File: src/bpa_ram.sv
// generic simple dual-port ram with registered read
module bpa_ram #(
	parameter int WIDTH = 8,
	parameter int DEPTH = 16
) (
	input  logic                     clk,
	input  logic                     we,
	input  logic [$clog2(DEPTH)-1:0] waddr,
	input  logic [WIDTH-1:0]         wdata,
	input  logic [$clog2(DEPTH)-1:0] raddr,
	output logic [WIDTH-1:0]         rdata
);
	logic [WIDTH-1:0] mem [0:DEPTH-1];

	always_ff @(posedge clk) begin
		if (we) mem[waddr] <= wdata;
		rdata <= mem[raddr];
	end
endmodule

File: config.mk
export PLATFORM = sky130hd
export DESIGN_NAME = bpa_ram
export DESIGN_NICKNAME = d
export VERILOG_FILES = /design/src/bpa_ram.sv
export SDC_FILE = /design/constraint.sdc
export NUM_CORES = 1
export LEC_CHECK = 0
export BUFFER_PORTS_ARGS = -buffer_cell sky130_fd_sc_hd__buf_2
export CORE_ASPECT_RATIO = 0.6
export CORE_MARGIN = 4
export CORE_UTILIZATION = 40
export DETAILED_ROUTE_END_ITERATION = 7
export GPL_TIMING_DRIVEN = 0
export PLACE_DENSITY_LB_ADDON = 0.05
export REMOVE_ABC_BUFFERS = 1
export SLEW_MARGIN = 20
export SYNTH_ARGS = -nofsm -noshare
export SYNTH_HDL_FRONTEND = slang
export SYNTH_SLANG_ARGS = --single-unit
File: constraint.sdc
create_clock -name clk -period 1.7 [get_ports clk]
set_input_delay 0.17 -clock clk [delete_from_list [all_inputs] [get_ports clk]]
set_output_delay 0.17 -clock clk [all_outputs]
set_load 0.02 [all_outputs]
---- Yosys cells after proc, flatten, opt, wreduce, memory -nomap -nowiden ----
Memories as Yosys holds them, arrays and structs flattened. A register that Yosys moved wholly into a read port is not among the register bits.
Cells that the tools add are included.
storage, ports and cells
  register bits ........................... 0
  memory bits (writable) .................. 128
  bits of input ports ..................... 18
  output and inout bits ................... 8
  logic and storage cells ................. 3
  memories kept ........................... 1
operators by class
  muxes and demuxes ....................... 2
memory list
  name  depth  bits a word  rd ports  clocked after memory_dff  wr ports  RTL line  text
  mem   16     8            1         1                         1         13        logic [WIDTH-1:0] mem [0:DEPTH-1];
operators with widths
  operator           number
  1-bit two-way mux  2

---- Logic depth before layout (Yosys ltp) ----
  depth in word-level cells ............... 2
  depth in mapped cells ................... 5

---- Worst setup path after synthesis ----
OpenSTA, ideal clock, no wires.
  path type ............................... input to register
  start point ............................. in waddr[2]
  end point ............................... mem mem[0][0] (enable)
  setup time .............................. 383 ps
  data arrival time ....................... 1,280 ps
  data required time ...................... 1,317 ps
  setup slack ............................. 37 ps
  cell stages on the path ................. 2
  buffers on the path ..................... 0
  cells stage by stage .................... or3b_2 nor3_1
RTL lines
  element          RTL line  text
  start, declared  8         input logic [$clog2(DEPTH)-1:0] waddr,
  end, declared    13
No word-level cell before the write port.

---- Worst setup path in the final report ----
  start point ............................. in waddr[2]
  end point ............................... mem mem[3][0] (enable)
No word-level cell before the write port.

==> impl_results.md <==
- Status: finished clean
- RSZ-0062 raised after global routing: no
- Hold Path Origin: wdata[6]
- GRT Overall Usage: 15.0%
- Hold Buf Count CTS: 0
- Routed Antenna Nets: 0
- First-pass GRT wire length: between 15 and 20 mm
- Die ar.: 0.0148 mm²
- Setup violations, final: 0
- RR Endpoint: rdata[5]
- Fin. max-slew vios: 0
- CP Launch Point: waddr[2]
- Worst min-delay path category: input port to register
- CP endpoint: mem[3][0]
- Max IR drop VDD: slightly below 700 µV
- Pleak: 2.00 nW
- Clock Tree Root: clkbuf_16
- Most frequent cells in the layout: edfxtp_1 (128), buf_2 (24), mux4_2 (18)
- Required @ worst endpoint: 1730 ps
- Mapped cell area: around 0.0051 mm²
- Post-CTS Repair Setup Buffers: 0
- Netlist cell types: 19
- TritonCTS clock tree: done
- Vias in the first global route: roughly 2,400
- Fin Clk Skew: 5.91 ps
- Nets: 284
- Largest net degree at the start of global routing: 33
- Core Region: 0.0123 mm²
- Final GP Congestion: 0.692
- #FFs+latches synth: 136
- Worst r2r src: mem[9][5]
- Post-DP HPWL: approximately 6.3 mm
- Register-to-register setup slack: slightly above 300 ps
- Layout area overhead: 17.0%
- Pwr Density: 1280 mW/mm²
- Slew HR: 32.8%
- FMAX: roughly 640 MHz
- Top-Level Pins: 26
- Final total power: 7.73 mW
- Max incr delay on CP: 780 ps
- Startpoint type of the worst setup path: input port
- Final Critical Period: 1570 ps
- ANT cells: 0
- Max-Cap Viols: 0
- Commonest non-fill, non-tap cell in the layout: edfxtp_1
- Crit path cell chain: buf_2, or3b_2, nor2_1
- Vias per inst: between 5 and 6
- Worst Setup End Kind: register
- WL per Instance: 23.2 µm
- WL final: between 10 and 15 mm
- Mapped Cells: 229
- Die H: 95.9 µm
- Total CTS buffers: 17
- Finished Cell Area: ~0.006 mm²
- Least-Margin Pin Slew: 1000 ps
- First DRT Iteration DRCs: 144
- Die W: 154 µm
- PortBufs: 25
- Cell depth of the worst hold path: 1
- Initial antenna violation count: 0
- Clock slew at reported path FFs: 60 ps
- Worst Path Arrival: 1600 ps
- Row count: 31
- Post-cts resize count: 0
- # fillers: 1,017
- Clk buf depth: 2
- Post-route DRC: 0
- Avg Inst Size Synth: 22.5 µm²
- Slowest cell on the critical path: nor2_1
- Placed cell area: 0.00544 mm²
- H-tree depth: 4
- Layout cell share with drive strength beyond 1: ~29%
- Drt first pass iters: 4
- CP Max Fanout: 8
- Clock sink count: 136
- Grt total ovfl: 0
- Path depth of the worst reg2reg path: 3
- Setup Crit Path Kind: input port to register
- Seq/Total Area, Yosys: 77.8%
- Yosys warns: 0
- Initial core utilization: 41.7%
- Vias: around 2,400
- Clock Latency Late Sink: 400 ps
- Tcrit/Tclk final: 92.5%
- Final Hold Viols: 0
-- cell families (layout without fill, tap and decap cells) --
| family | after synthesis | count (layout) | share of synthesized area [%] |
|---|---|---|---|
| flip-flops | 136 | 136 | 77.8 |
| buffers and inverters | 10 | 60 | 1.68 |
| multiplexers | 32 | 32 | 15.0 |
| AO/OA/AOI/OAI | 16 | 16 | 2.33 |
| AND/OR/NAND/NOR | 35 | 35 | 3.18 |
-- where the power goes --
group | internal [mW] | switching, mW | leakage (nW) | total, mW
clock | 2.29 | 1.32 | 0.281 | 3.60
sequential | 3.75 | 0.0169 | 1.22 | 3.77
combinational | 0.136 | 0.225 | 0.492 | 0.361
total | 6.17 | 1.56 | 2.00 | 7.73
-- critical path: cells and delay by family --
family | cells | cell delay [ps]
AND/OR/NAND/NOR | 2 | 1310
buffers and inverters | 1 | 120
-- how the worst min path moves through the flow --
| stage | to | slack (ps) |
|---|---|---|
| finish | mem[10][6] | 150 |
| global route | mem[4][1] | 140 |
| CTS | mem[6][1] | 130 |
| detailed placement | mem[6][1] | 570 |
| global placement | mem[6][1] | 560 |
| floorplan | mem[0][0] | 270 |
-- stage by stage --
stage | TNS, ps | util, % | hold WS [ps] | std cells | setup slack [ps]
after floorplan | 0 | - | 269 | 219 | 37.1
after global placement | -24960 | 43.7 | 563 | 409 | -755
after detailed placement | -8530 | 44.1 | 567 | 412 | -327
after CTS | 0 | 48.8 | 129 | 444 | 112
after global routing | 0 | 48.8 | 139 | 444 | 76.3
final | 0 | 48.8 | 150 | 444 | 128
-- flip-flops by register name, indices dropped and copies added (netlist names) --
signal	count
mem	128
rdata	8
-- routing by layer --
layer  track usage, %  vias to the layer above  share of wire, %
li1                 -                     1050                 -
met1             23.2                     1222                49
met2             19.5                       79                42
met3             3.95                        9               7.9
met4             7.42                        0               1.0
met5                0                        -                 0
-- final cells by class --
class / count / area (µm²) / area share [%]
multi-input combinational: 83 / 1080 / 17.9
clock inverter: 14 / 158 / 2.62
tap: 165 / 206 / 3.43
sequential: 136 / 4000 / 66.5
clock buffer: 18 / 429 / 7.12
timing repair buffer: 28 / 150 / 2.49
-- cells in the mapped netlist --
master / number / area share, %
a22oi_1: 16 / 2.3
and2_1: 1 / 0.12
and2b_1: 1 / 0.15
buf_2: 3 / 0.29
buf_4: 1 / 0.15
buf_6: 3 / 0.66
clkdlybuf4s25_2: 3 / 0.58
dfxtp_1: 8 / 3.1
edfxtp_1: 128 / 75
mux4_1: 14 / 7.1
mux4_2: 18 / 7.9
nand2_1: 9 / 0.66
nand2b_1: 2 / 0.24
nand3_1: 1 / 0.097
nand3b_1: 2 / 0.29
nor2_1: 13 / 0.95
nor2b_1: 1 / 0.12
nor3_1: 4 / 0.39
or3b_2: 1 / 0.17
Note: power is estimated with default switching activity, not from simulation.
